**src/hdl/clbc_pkg.sv**
```systemverilog
package clbc_pkg;

  // card value and BCD image
  localparam int VALUE_W    = 63;
  localparam int NIB_W      = 4;
  localparam int BCD_DIGITS = 19;
  localparam int BCD_W      = BCD_DIGITS * NIB_W;

  // converter takes one nibble of the binary value per cycle
  localparam int CONV_STEPS = (VALUE_W + NIB_W - 1) / NIB_W;
  localparam int PAD_W      = CONV_STEPS * NIB_W;

  // result word
  localparam int BRAND_W = 2;
  localparam int COUNT_W = 5;

  localparam int MAX_DIGITS_DEF = 19;

  localparam logic [BRAND_W-1:0] BRAND_INVALID    = 2'd0;
  localparam logic [BRAND_W-1:0] BRAND_VISA       = 2'd1;
  localparam logic [BRAND_W-1:0] BRAND_AMEX       = 2'd2;
  localparam logic [BRAND_W-1:0] BRAND_MASTERCARD = 2'd3;

  typedef struct packed {
    logic [BRAND_W-1:0] brand;
    logic [COUNT_W-1:0] digit_count;
    logic               luhn_ok;
  } clbc_res_t;

endpackage

```
**src/hdl/card_number_luhn_brand_check.sv**
```systemverilog
// An accepted input word goes through nibble-serial binary to BCD conversion,
//   then a digit-serial Luhn scan, then hand-over registers to out_*.
// No new word is taken until the scan has handed over the previous result word
//   and any parked copy of it has moved on to out_*.
// Reset: rst_n synchronous, active low; clears all control, no word in flight,
//   in_stall and out_valid low after reset.
module card_number_luhn_brand_check #(
  parameter int MAX_DIGITS = clbc_pkg::MAX_DIGITS_DEF
) (
  input  logic                         clk,
  input  logic                         rst_n,
  input  logic                         in_valid,
  output logic                         in_stall,
  input  logic [clbc_pkg::VALUE_W-1:0] in_card_value,
  output logic                         out_valid,
  input  logic                         out_stall,
  output logic [clbc_pkg::BRAND_W-1:0] out_brand,
  output logic [clbc_pkg::COUNT_W-1:0] out_digit_count,
  output logic                         out_luhn_ok
);
  import clbc_pkg::*;

  // one word in flight at a time; busy from accept until the scan hands over
  logic             busy_r;
  logic             out_valid_r;
  logic             hold_valid_r;
  clbc_res_t        out_r;
  clbc_res_t        hold_r;

  logic             in_accept;
  logic             slot_free;
  logic             conv_done;
  logic [BCD_W-1:0] conv_bcd;
  logic             scan_done;
  clbc_res_t        scan_res;

  assign in_accept = in_valid && !in_stall;
  // a result word may be parked in hold_r while out_r is stalled; no new
  // word is taken until it has moved on
  assign in_stall  = busy_r || hold_valid_r;
  assign slot_free = !out_valid_r || !out_stall;

  // binary value to 19 BCD digits, four bits a cycle
  clbc_bin2bcd u_bin2bcd (
    .clk   (clk),
    .rst_n (rst_n),
    .start (in_accept),
    .value (in_card_value),
    .done  (conv_done),
    .bcd   (conv_bcd)
  );

  // digit count, Luhn sum and leading digits, one digit a cycle, then brand
  clbc_scan #(
    .MAX_DIGITS (MAX_DIGITS)
  ) u_scan (
    .clk   (clk),
    .rst_n (rst_n),
    .start (conv_done),
    .bcd   (conv_bcd),
    .done  (scan_done),
    .res   (scan_res)
  );

  always_ff @(posedge clk) begin
    if (!rst_n) begin
      busy_r       <= 1'b0;
      out_valid_r  <= 1'b0;
      hold_valid_r <= 1'b0;
    end else begin
      if (in_accept) begin
        busy_r <= 1'b1;
      end else if (scan_done) begin
        busy_r <= 1'b0;
      end

      if (scan_done) begin
        if (slot_free) begin
          out_valid_r <= 1'b1;
        end else begin
          hold_valid_r <= 1'b1;
        end
      end else if (hold_valid_r && slot_free) begin
        out_valid_r  <= 1'b1;
        hold_valid_r <= 1'b0;
      end else if (out_valid_r && !out_stall) begin
        out_valid_r <= 1'b0;
      end
    end
  end

  // output word register and its skid copy
  always_ff @(posedge clk) begin
    if (scan_done) begin
      if (slot_free) begin
        out_r <= scan_res;
      end else begin
        hold_r <= scan_res;
      end
    end else if (hold_valid_r && slot_free) begin
      out_r <= hold_r;
    end
  end

  assign out_valid       = out_valid_r;
  assign out_brand       = out_r.brand;
  assign out_digit_count = out_r.digit_count;
  assign out_luhn_ok     = out_r.luhn_ok;

  // a finished word only ever belongs to the word in flight
  a_done_busy: assert property (@(posedge clk) disable iff (!rst_n)
    (conv_done || scan_done) |-> busy_r)
    else $error("conversion or scan finished with no word in flight");

  // the skid copy is never needed twice
  a_hold_clash: assert property (@(posedge clk) disable iff (!rst_n)
    scan_done |-> !hold_valid_r)
    else $error("scan finished while a result word was parked");

  // a parked word implies the output register is still occupied
  a_hold_out: assert property (@(posedge clk) disable iff (!rst_n)
    hold_valid_r |-> out_valid_r)
    else $error("parked word with empty output register");

  // after an accept the input side is closed
  a_accept_close: assert property (@(posedge clk) disable iff (!rst_n)
    in_accept |=> in_stall)
    else $error("input open again straight after an accept");

endmodule

```
**src/hdl/clbc_bin2bcd.sv**
```systemverilog
module clbc_bin2bcd (
  input  logic                         clk,
  input  logic                         rst_n,
  input  logic                         start,
  input  logic [clbc_pkg::VALUE_W-1:0] value,
  output logic                         done,
  output logic [clbc_pkg::BCD_W-1:0]   bcd
);
  import clbc_pkg::*;

  localparam int STEP_W = (CONV_STEPS > 1) ? $clog2(CONV_STEPS) : 1;
  localparam logic [STEP_W-1:0] STEP_LAST = STEP_W'(CONV_STEPS - 1);
  localparam logic [NIB_W-1:0] ADJ_LIMIT = NIB_W'(5);
  localparam logic [NIB_W-1:0] ADJ_ADD   = NIB_W'(3);

  logic              busy_r;
  logic              done_r;
  logic [STEP_W-1:0] step_r;
  logic [PAD_W-1:0]  shreg_r;
  logic [BCD_W-1:0]  bcd_r;
  logic [BCD_W-1:0]  bcd_nxt;

  // double-dabble correction for one BCD digit
  function automatic logic [NIB_W-1:0] adj(input logic [NIB_W-1:0] d);
    return (d >= ADJ_LIMIT) ? d + ADJ_ADD : d;
  endfunction

  // four shift-and-correct steps per cycle, MSB of the binary value first
  always_comb begin
    bcd_nxt = bcd_r;
    for (int b = 0; b < NIB_W; b++) begin
      for (int k = 0; k < BCD_DIGITS; k++) begin
        bcd_nxt[k*NIB_W +: NIB_W] = adj(bcd_nxt[k*NIB_W +: NIB_W]);
      end
      bcd_nxt = {bcd_nxt[BCD_W-2:0], shreg_r[PAD_W-1-b]};
    end
  end

  always_ff @(posedge clk) begin
    if (!rst_n) begin
      busy_r <= 1'b0;
      done_r <= 1'b0;
      step_r <= '0;
    end else begin
      done_r <= 1'b0;
      if (start) begin
        busy_r <= 1'b1;
        step_r <= '0;
      end else if (busy_r) begin
        step_r <= step_r + 1'b1;
        if (step_r == STEP_LAST) begin
          busy_r <= 1'b0;
          done_r <= 1'b1;
        end
      end
    end
  end

  always_ff @(posedge clk) begin
    if (start) begin
      shreg_r <= PAD_W'(value);
      bcd_r   <= '0;
    end else if (busy_r) begin
      shreg_r <= shreg_r << NIB_W;
      bcd_r   <= bcd_nxt;
    end
  end

  assign done = done_r;
  assign bcd  = bcd_r;

endmodule

```
**src/hdl/clbc_scan.sv**
```systemverilog
module clbc_scan #(
  parameter int MAX_DIGITS = clbc_pkg::MAX_DIGITS_DEF
) (
  input  logic                       clk,
  input  logic                       rst_n,
  input  logic                       start,
  input  logic [clbc_pkg::BCD_W-1:0] bcd,
  output logic                       done,
  output clbc_pkg::clbc_res_t        res
);
  import clbc_pkg::*;

  localparam logic [COUNT_W-1:0] POS_LIMIT = COUNT_W'(MAX_DIGITS);
  localparam logic [COUNT_W-1:0] POS_LAST  = COUNT_W'(BCD_DIGITS);
  localparam logic [COUNT_W-1:0] LEN_VISA_SHORT = COUNT_W'(13);
  localparam logic [COUNT_W-1:0] LEN_AMEX       = COUNT_W'(15);
  localparam logic [COUNT_W-1:0] LEN_LONG       = COUNT_W'(16);
  localparam logic [NIB_W-1:0] LEAD_VISA   = NIB_W'(4);
  localparam logic [NIB_W-1:0] LEAD_AMEX   = NIB_W'(3);
  localparam logic [NIB_W-1:0] AMEX_SEC_A  = NIB_W'(4);
  localparam logic [NIB_W-1:0] AMEX_SEC_B  = NIB_W'(7);
  localparam logic [NIB_W-1:0] LEAD_MC     = NIB_W'(5);
  localparam logic [NIB_W-1:0] MC_SEC_LO   = NIB_W'(1);
  localparam logic [NIB_W-1:0] MC_SEC_HI   = NIB_W'(5);
  localparam logic [NIB_W:0]   RADIX       = (NIB_W+1)'(10);
  localparam logic [NIB_W:0]   CAST_NINES  = (NIB_W+1)'(9);

  logic               busy_r;
  logic               fin_r;
  logic               done_r;
  logic [COUNT_W-1:0] pos_r;
  logic [BCD_W-1:0]   dig_r;
  logic [NIB_W-1:0]   sum_r;
  logic [COUNT_W-1:0] count_r;
  logic [NIB_W-1:0]   top_r;
  logic [NIB_W-1:0]   second_r;
  logic [NIB_W-1:0]   prev_r;
  logic               leftover_r;
  clbc_res_t          res_r;

  logic [NIB_W-1:0]   d;
  logic [NIB_W:0]     dbl;
  logic [NIB_W:0]     add;
  logic [NIB_W:0]     sum_ext;
  logic [NIB_W-1:0]   sum_nxt;
  logic               in_range;
  clbc_res_t          res_nxt;

  // one digit per cycle, least significant first; sum kept mod 10
  always_comb begin
    d        = dig_r[NIB_W-1:0];
    in_range = (pos_r <= POS_LIMIT);
    dbl      = {d, 1'b0};
    if (!pos_r[0]) begin
      add = (dbl >= RADIX) ? dbl - CAST_NINES : dbl;
    end else begin
      add = {1'b0, d};
    end
    sum_ext = {1'b0, sum_r} + add;
    sum_nxt = (sum_ext >= RADIX) ? NIB_W'(sum_ext - RADIX) : sum_ext[NIB_W-1:0];
  end

  // brand rules, only with a clean checksum and no digits beyond the limit
  always_comb begin
    res_nxt.digit_count = count_r;
    res_nxt.luhn_ok     = (sum_r == '0);
    res_nxt.brand       = BRAND_INVALID;
    if (res_nxt.luhn_ok && !leftover_r) begin
      if ((count_r == LEN_VISA_SHORT || count_r == LEN_LONG) && top_r == LEAD_VISA) begin
        res_nxt.brand = BRAND_VISA;
      end else if (count_r == LEN_AMEX && top_r == LEAD_AMEX &&
                   (second_r == AMEX_SEC_A || second_r == AMEX_SEC_B)) begin
        res_nxt.brand = BRAND_AMEX;
      end else if (count_r == LEN_LONG && top_r == LEAD_MC &&
                   second_r >= MC_SEC_LO && second_r <= MC_SEC_HI) begin
        res_nxt.brand = BRAND_MASTERCARD;
      end
    end
  end

  always_ff @(posedge clk) begin
    if (!rst_n) begin
      busy_r <= 1'b0;
      fin_r  <= 1'b0;
      done_r <= 1'b0;
    end else begin
      fin_r  <= 1'b0;
      done_r <= fin_r;
      if (start) begin
        busy_r <= 1'b1;
      end else if (busy_r && pos_r == POS_LAST) begin
        busy_r <= 1'b0;
        fin_r  <= 1'b1;
      end
    end
  end

  always_ff @(posedge clk) begin
    if (start) begin
      dig_r      <= bcd;
      pos_r      <= COUNT_W'(1);
      sum_r      <= '0;
      count_r    <= '0;
      top_r      <= '0;
      second_r   <= '0;
      prev_r     <= '0;
      leftover_r <= 1'b0;
    end else if (busy_r) begin
      dig_r  <= dig_r >> NIB_W;
      pos_r  <= pos_r + 1'b1;
      prev_r <= d;
      if (in_range) begin
        sum_r <= sum_nxt;
        if (d != '0) begin
          count_r  <= pos_r;
          top_r    <= d;
          second_r <= prev_r;
        end
      end else if (d != '0) begin
        // digits remain past the limit: every in-range place was taken
        leftover_r <= 1'b1;
        count_r    <= POS_LIMIT;
      end
    end
    if (fin_r) begin
      res_r <= res_nxt;
    end
  end

  assign done = done_r;
  assign res  = res_r;

endmodule
```
**config.mk**
```make
export PLATFORM = sky130hd
export DESIGN_NAME = card_number_luhn_brand_check
export DESIGN_NICKNAME = d
export VERILOG_FILES = /design/src/hdl/clbc_pkg.sv /design/src/hdl/card_number_luhn_brand_check.sv /design/src/hdl/clbc_bin2bcd.sv /design/src/hdl/clbc_scan.sv
export SDC_FILE = /design/constraint.sdc
export NUM_CORES = 1
export LEC_CHECK = 0
export ABC_AREA = 1
export BUFFER_PORTS_ARGS = -buffer_cell sky130_fd_sc_hd__buf_2
export CAP_MARGIN = 20
export CORE_MARGIN = 2
export CORE_UTILIZATION = 30
export DETAILED_ROUTE_END_ITERATION = 8
export HOLD_SLACK_MARGIN = 0.08
export PLACE_DENSITY_LB_ADDON = 0.1
export SLEW_MARGIN = 25
export SYNTH_ARGS = -nofsm -noshare
export SYNTH_HDL_FRONTEND = slang
export SYNTH_SLANG_ARGS = --single-unit
export TNS_END_PERCENT = 50
```
**constraint.sdc**
```tcl
create_clock -name clk -period 5.1 [get_ports clk]
set_clock_uncertainty 0.05 [all_clocks]
set_input_delay 1.275 -clock clk [delete_from_list [all_inputs] [get_ports clk]]
set_output_delay 1.275 -clock clk [all_outputs]
set_load 0.005 [all_outputs]
```
-- Yosys cells after proc, flatten, opt, wreduce, memory -nomap -nowiden
Cells that the tools add are included.
- flip-flop bits (word level): 279
- output and inout bits: 10
- equal/unequal tests: 12
- $add $sub $neg: 81
- reductions and logical operators: 39
- order comparisons: 81
- bitwise operators: 5
- multiplexer cells: 108
- operators with widths (operator ; count):
    >= comparator 4 x 3 -> 1 bit, second input constant ; 76
    2-to-1 mux 4 bit ; 73
    adder 4 x 2 -> 4 bit, second input constant ; 72
    2-to-1 mux 76 bit ; 2
    2-to-1 mux 63 bit ; 2
    2-to-1 mux 5 bit ; 5
    2-to-1 mux 8 bit ; 3
    2-to-1 mux 1 bit ; 17
    equality test 4 x 3 -> 1 bit, second input constant ; 4
    adder 3 x 2 -> 3 bit, second input constant ; 4
    2-to-1 mux 3 bit ; 4
    AND reduction 2 bit ; 6
    logical AND 1 bit ; 11
    equality test 5 x 4 -> 1 bit, second input constant ; 2
    equality test 5 bit, second input constant ; 2
    >= comparator 5 x 4 -> 1 bit, second input constant ; 2
    nonzero test 2 bit ; 5
    AND reduction 3 bit ; 2
    OR reduction 2 bit ; 3
    adder 4 x 5 -> 5 bit ; 1
    adder 5 x 1 -> 5 bit, second input constant ; 1
    less-or-equal comparator 5 bit, second input constant ; 1
    NOT 1 bit ; 5
    subtractor 5 x 4 -> 5 bit, second input constant ; 1
    14 further kinds ; 22

-- Longest topological paths before layout
- depth after elaboration: 8
- depth in mapped cells: 30

-- Modules after synthesis
From an unflattened synthesis, not the netlist that was laid out.
- cell total of the unflattened synthesis: 2619
- area total of the unflattened synthesis: 18358.9 um^2
- modules (own cells, without submodules) (module ; cells each ; times used ; area each (um^2) ; sequential area each (um^2)):
    clbc_bin2bcd ; 2004 ; 1 ; 12520.8 ; 3553.4
    clbc_scan ; 551 ; 1 ; 5098.6 ; 3123.0
    card_number_luhn_brand_check ; 64 ; 1 ; 739.5 ; 540.5

-- Worst setup path before layout
No wires, ideal clock.
- path kind: input to register
- from: input port in_valid
- to: register u_bin2bcd.shreg_r[0] (enable)
- slack: 0.964 ns
- library setup time: 0.452 ns
- stages: 5
- data required time: 4.598 ns
- path buffers: 1
- data arrival time: 3.634 ns
- cells stage by stage: nand2_1 inv_2 nor2_1 clkinv_1 clkbuf_1
- word-level cells in the longest chain between the ends: 2
- RTL lines (item ; RTL line ; RTL):
    from (decl) ; card_number_luhn_brand_check.sv:12 ; input logic in_valid,
    logical AND 1 bit ; card_number_luhn_brand_check.sv:37 ; assign in_accept = in_valid && !in_stall;
    nonzero test 2 bit (no line) ; - ;
    to (signal assigned) ; clbc_bin2bcd.sv:61 ; shreg_r <= PAD_W'(value);
    to (signal assigned) ; clbc_bin2bcd.sv:64 ; shreg_r <= shreg_r << NIB_W;
    to (decl) ; clbc_bin2bcd.sv:19 ; logic [PAD_W-1:0] shreg_r;
Every way passes these cells.
A chain may end at the register's enable or synchronous reset.

-- Worst setup path in the final report
- from: register u_bin2bcd.bcd_r[69] (netlist: u_bin2bcd.bcd[69])
- to: register u_bin2bcd.bcd_r[73] (netlist: u_bin2bcd.bcd[73])
- word-level cells in the longest chain between the ends: 8
- RTL lines (item ; RTL line ; RTL):
    from (decl) ; clbc_bin2bcd.sv:20 ; logic [BCD_W-1:0] bcd_r;
    from (signal assigned) ; clbc_bin2bcd.sv:65 ; bcd_r <= bcd_nxt;
    adder 4 x 2 -> 4 bit or >= comparator 4 x 3 -> 1 bit (tied branches) ; clbc_bin2bcd.sv:25 ; return (d >= ADJ_LIMIT) ? d + ADJ_ADD : d;
    2-to-1 mux 4 bit (*) ; clbc_bin2bcd.sv:25 ;
    adder 4 x 2 -> 4 bit, or another cell as far along ; clbc_bin2bcd.sv:25 ;
    2-to-1 mux 4 bit or 2-to-1 mux 3 bit (tied branches) ; clbc_bin2bcd.sv:25 ;
    adder 4 x 2 -> 4 bit, or another cell as far along ; clbc_bin2bcd.sv:25 ;
    2-to-1 mux 4 bit or 2-to-1 mux 3 bit (tied branches) ; clbc_bin2bcd.sv:25 ;
    >= comparator 4 x 3 -> 1 bit or adder 3 x 2 -> 3 bit (tied branches) ; clbc_bin2bcd.sv:25 ;
    2-to-1 mux 3 bit (*) ; clbc_bin2bcd.sv:25 ;
Every way passes the cells marked *; elsewhere a longest branch is shown, timed or not.

==> results.sh <==
export IMPL_hold_path_startpoint="u_scan.res[4]"
export IMPL_r2r_start="u_bin2bcd.bcd[69]"
export IMPL_dr_total_vias=15897
export IMPL_max_freq_mhz=299
export IMPL_hpwl_microns=32200
export IMPL_power_leakage_nw=10.3
export IMPL_worst_slack_ns=1.76
export IMPL_grt_usage=0.145
export IMPL_avgSynthCellArea_sq_um=7.10
export IMPL_rows=90
export IMPL_critPathTopFamily="simple AND/OR/NAND/NOR gates"
export IMPL_nNetsFinal=2763
export IMPL_die_height_microns=250
export IMPL_crit_type="reg2reg"
export IMPL_antenna_left=0
export IMPL_clk_pin_slew_ns=0.06
export IMPL_cts_sinks=279
export IMPL_htreeDepth=2
export IMPL_synth_distinct_cells=48
export IMPL_drc_errors=0
export IMPL_period_share=0.655
export IMPL_worstPathArrival_ns=3.72
export IMPL_wl_per_cell_microns=13.3
export IMPL_report_final_hold_viol_count=0
export IMPL_ys_async_sr_fraction=0
export IMPL_core_area_sq_um=60000
export IMPL_cp_startpoint="u_bin2bcd.bcd[69]"
export IMPL_num_antenna_cells=0
export IMPL_fin_crit_ns=3.34
export IMPL_status="completed"
export IMPL_synthTopCellsByCount="nand2_1 (914), inv_1 (340), nand3_1 (227)"
export IMPL_yosysMostFrequentCell="nand2_1"
export IMPL_critPathCaptureType="flip-flop"
export IMPL_cts_hold_fix_buffers=0
export IMPL_worstMarginPinSlew_ns=0.943
export IMPL_setup_tns_ns=0
export IMPL_io_buffer_count=76
export IMPL_synth_cells=2552
export IMPL_fillers=6399
export IMPL_cts_root_buf="clkbuf_16"
export IMPL_slew_violations=0
export IMPL_globalplace_congestion=0.771
export IMPL_synth_top_area_cell="edfxtp_1"
export IMPL_vias_per_cell=4.63
export IMPL_die_area_sq_um=62400
export IMPL_worstRegToRegCells=28
export IMPL_holdCritPathClass="reg2reg"
export IMPL_syn_to_final_growth_pct=13.4
export IMPL_synthFlopType="edfxtp_1"
export IMPL_grt_max_degree=103
export IMPL_r2r_slack_ns=1.76
export IMPL_setup_viol=0
export IMPL_cts_buffers=36
export IMPL_cts_tree="yes"
export IMPL_cts_resized=0
export IMPL_grt_overflow=0
export IMPL_cp_max_fo=5
export IMPL_synth_seq_area_share=0.398
export IMPL_path_common_cell="nand2_1"
export IMPL_synth_area_top_cells="edfxtp_1 (27%), nand2_1 (19%), dfxtp_1 (13%), inv_1 (7.0%), nand3_1 (6.3%)"
export IMPL_path_buf_inv=5
export IMPL_initial_core_util=0.302
export IMPL_synth_top_area_share=0.270
export IMPL_drive_above_1_share=0.135
export IMPL_place_ws_ns=1.74
export IMPL_pin_count=77
export IMPL_grt_pass1_vias=15237
export IMPL_ys_ff_latch=279
export IMPL_synth_edf_count=163
export IMPL_drv_cap=0
export IMPL_relSlewSlack=0.372
export IMPL_power_density_nw_per_um2=751
export IMPL_cp_data_required_time_ns=5.48
export IMPL_die_w_microns=250
export IMPL_clock_path_buffers=3
export IMPL_synth_nets=2688
export IMPL_drtIter0Drc=790
export IMPL_first_pass_iters=5
export IMPL_wl_microns=45600
export IMPL_ir_worst_vdd_v=0.000455
export IMPL_synth_area_sq_um=18100
export IMPL_cp_depth=28
export IMPL_antenna_found_initial=0
export IMPL_critPathMaxStageDelay_ns=0.32
export IMPL_rsz0062_at_grt="no"
export IMPL_worstSetupStartpointType="flip-flop"
export IMPL_clock_latency_ns=0.55
export IMPL_yosys_warnings=0
export IMPL_cts_setup_buffers=0
export IMPL_grt_pass1_wl_microns=74900
export IMPL_whs_path_depth=0
export IMPL_critPathSlowestCell="dfxtp_1"
## placed cells by master, fill, tap and decap left out, types with 3 or more instances in the layout
cell type / count
a21oi_1: 64
a31oi_1: 4
and2_1: 10
buf_2: 76
buf_4: 11
clkbuf_1: 10
clkbuf_16: 38
clkinv_1: 12
clkinv_2: 4
dfxtp_1: 116
edfxtp_1: 163
ha_1: 68
inv_1: 338
inv_2: 28
nand2_1: 913
nand2_2: 113
nand2_4: 7
nand3_1: 227
nand3_2: 39
nand3b_1: 9
nand4_1: 28
nor2_1: 74
nor2_2: 6
nor3_1: 11
nor4_1: 3
o211ai_1: 11
o21ai_0: 144
o21ai_1: 27
o21ai_2: 19
o21bai_1: 13
o22ai_1: 23
xnor2_1: 5
xor2_1: 10
## power breakdown
group | total (W) | internal (W) | switching (W)
sequential | 0.00289 | 0.00270 | 0.000194
clock | 0.00250 | 0.00149 | 0.00101
combinational | 0.0100 | 0.00329 | 0.00675
## per-stage QoR
step	hold slack [ns]	total power (W)	instances	util	cell area [sq um]
after global placement	0.385	0.0128	3371	0.323	19400
after floorplan	0.373	0.0111	2552	-	18100
after detailed placement	0.390	0.0130	3371	0.323	19400
after CTS	0.403	0.0156	3437	0.342	20500
after global routing	0.409	0.0173	3437	0.342	20500
final	0.401	0.0154	3437	0.342	20500
## final timing paths
kind,end
min reg2reg,hold_r[4]
max,u_bin2bcd.bcd[73]
min,hold_r[4]
max reg2reg,u_bin2bcd.bcd[73]
## kinds of logic (layout without fill, tap and decap cells)
| family | count (synthesis) | count (layout) | share of synthesized area |
|---|---|---|---|
| fa+ha+maj | 69 | 69 | 0.0481 |
| compound gates | 317 | 317 | 0.0987 |
| flops | 279 | 279 | 0.398 |
| simple gates | 1447 | 1447 | 0.359 |
| buf+inv | 424 | 527 | 0.0882 |
| xor+xnor | 16 | 16 | 0.00815 |
## area by class of cell
cell class              instances  area (sq um)  area share
well taps                     782           978      0.0476
clock buffers                  50          1020      0.0494
repair buffers                 88           483      0.0235
inverters                     373          1410      0.0684
clock inverters                16           130     0.00633
flip-flops and latches        279          7220       0.351
multi-input cells            1849          9320       0.453
## registers in the layout, indices dropped and copies added (netlist names), 2 cells and up
register / flops
hold_r: 8
out_brand: 2
out_digit_count: 5
u_bin2bcd.bcd: 76
u_bin2bcd.shreg_r: 64
u_bin2bcd.step_r: 4
u_scan.count_r: 5
u_scan.dig_r: 76
u_scan.pos_r: 5
u_scan.prev_r: 4
u_scan.res: 8
u_scan.second_r: 4
u_scan.sum_r: 4
u_scan.top_r: 4
## worst reg2reg max path, delay by kind of cell (launching register included)
family	cells	cell delay, ns
and+or+nand+nor	19	1.72
buffers and inverters	5	0.36
adders and majority gates	4	0.78
DFF	1	0.32
## metal layers
metal,vias to the layer above,wire (microns),track usage
met5,-,0,0
met4,0,783,0.0348
met3,56,1220,0.0220
met2,157,21900,0.254
met1,7252,21700,0.188
li1,8432,-,-
No activity file was read; power rests on OpenSTA's default activity.
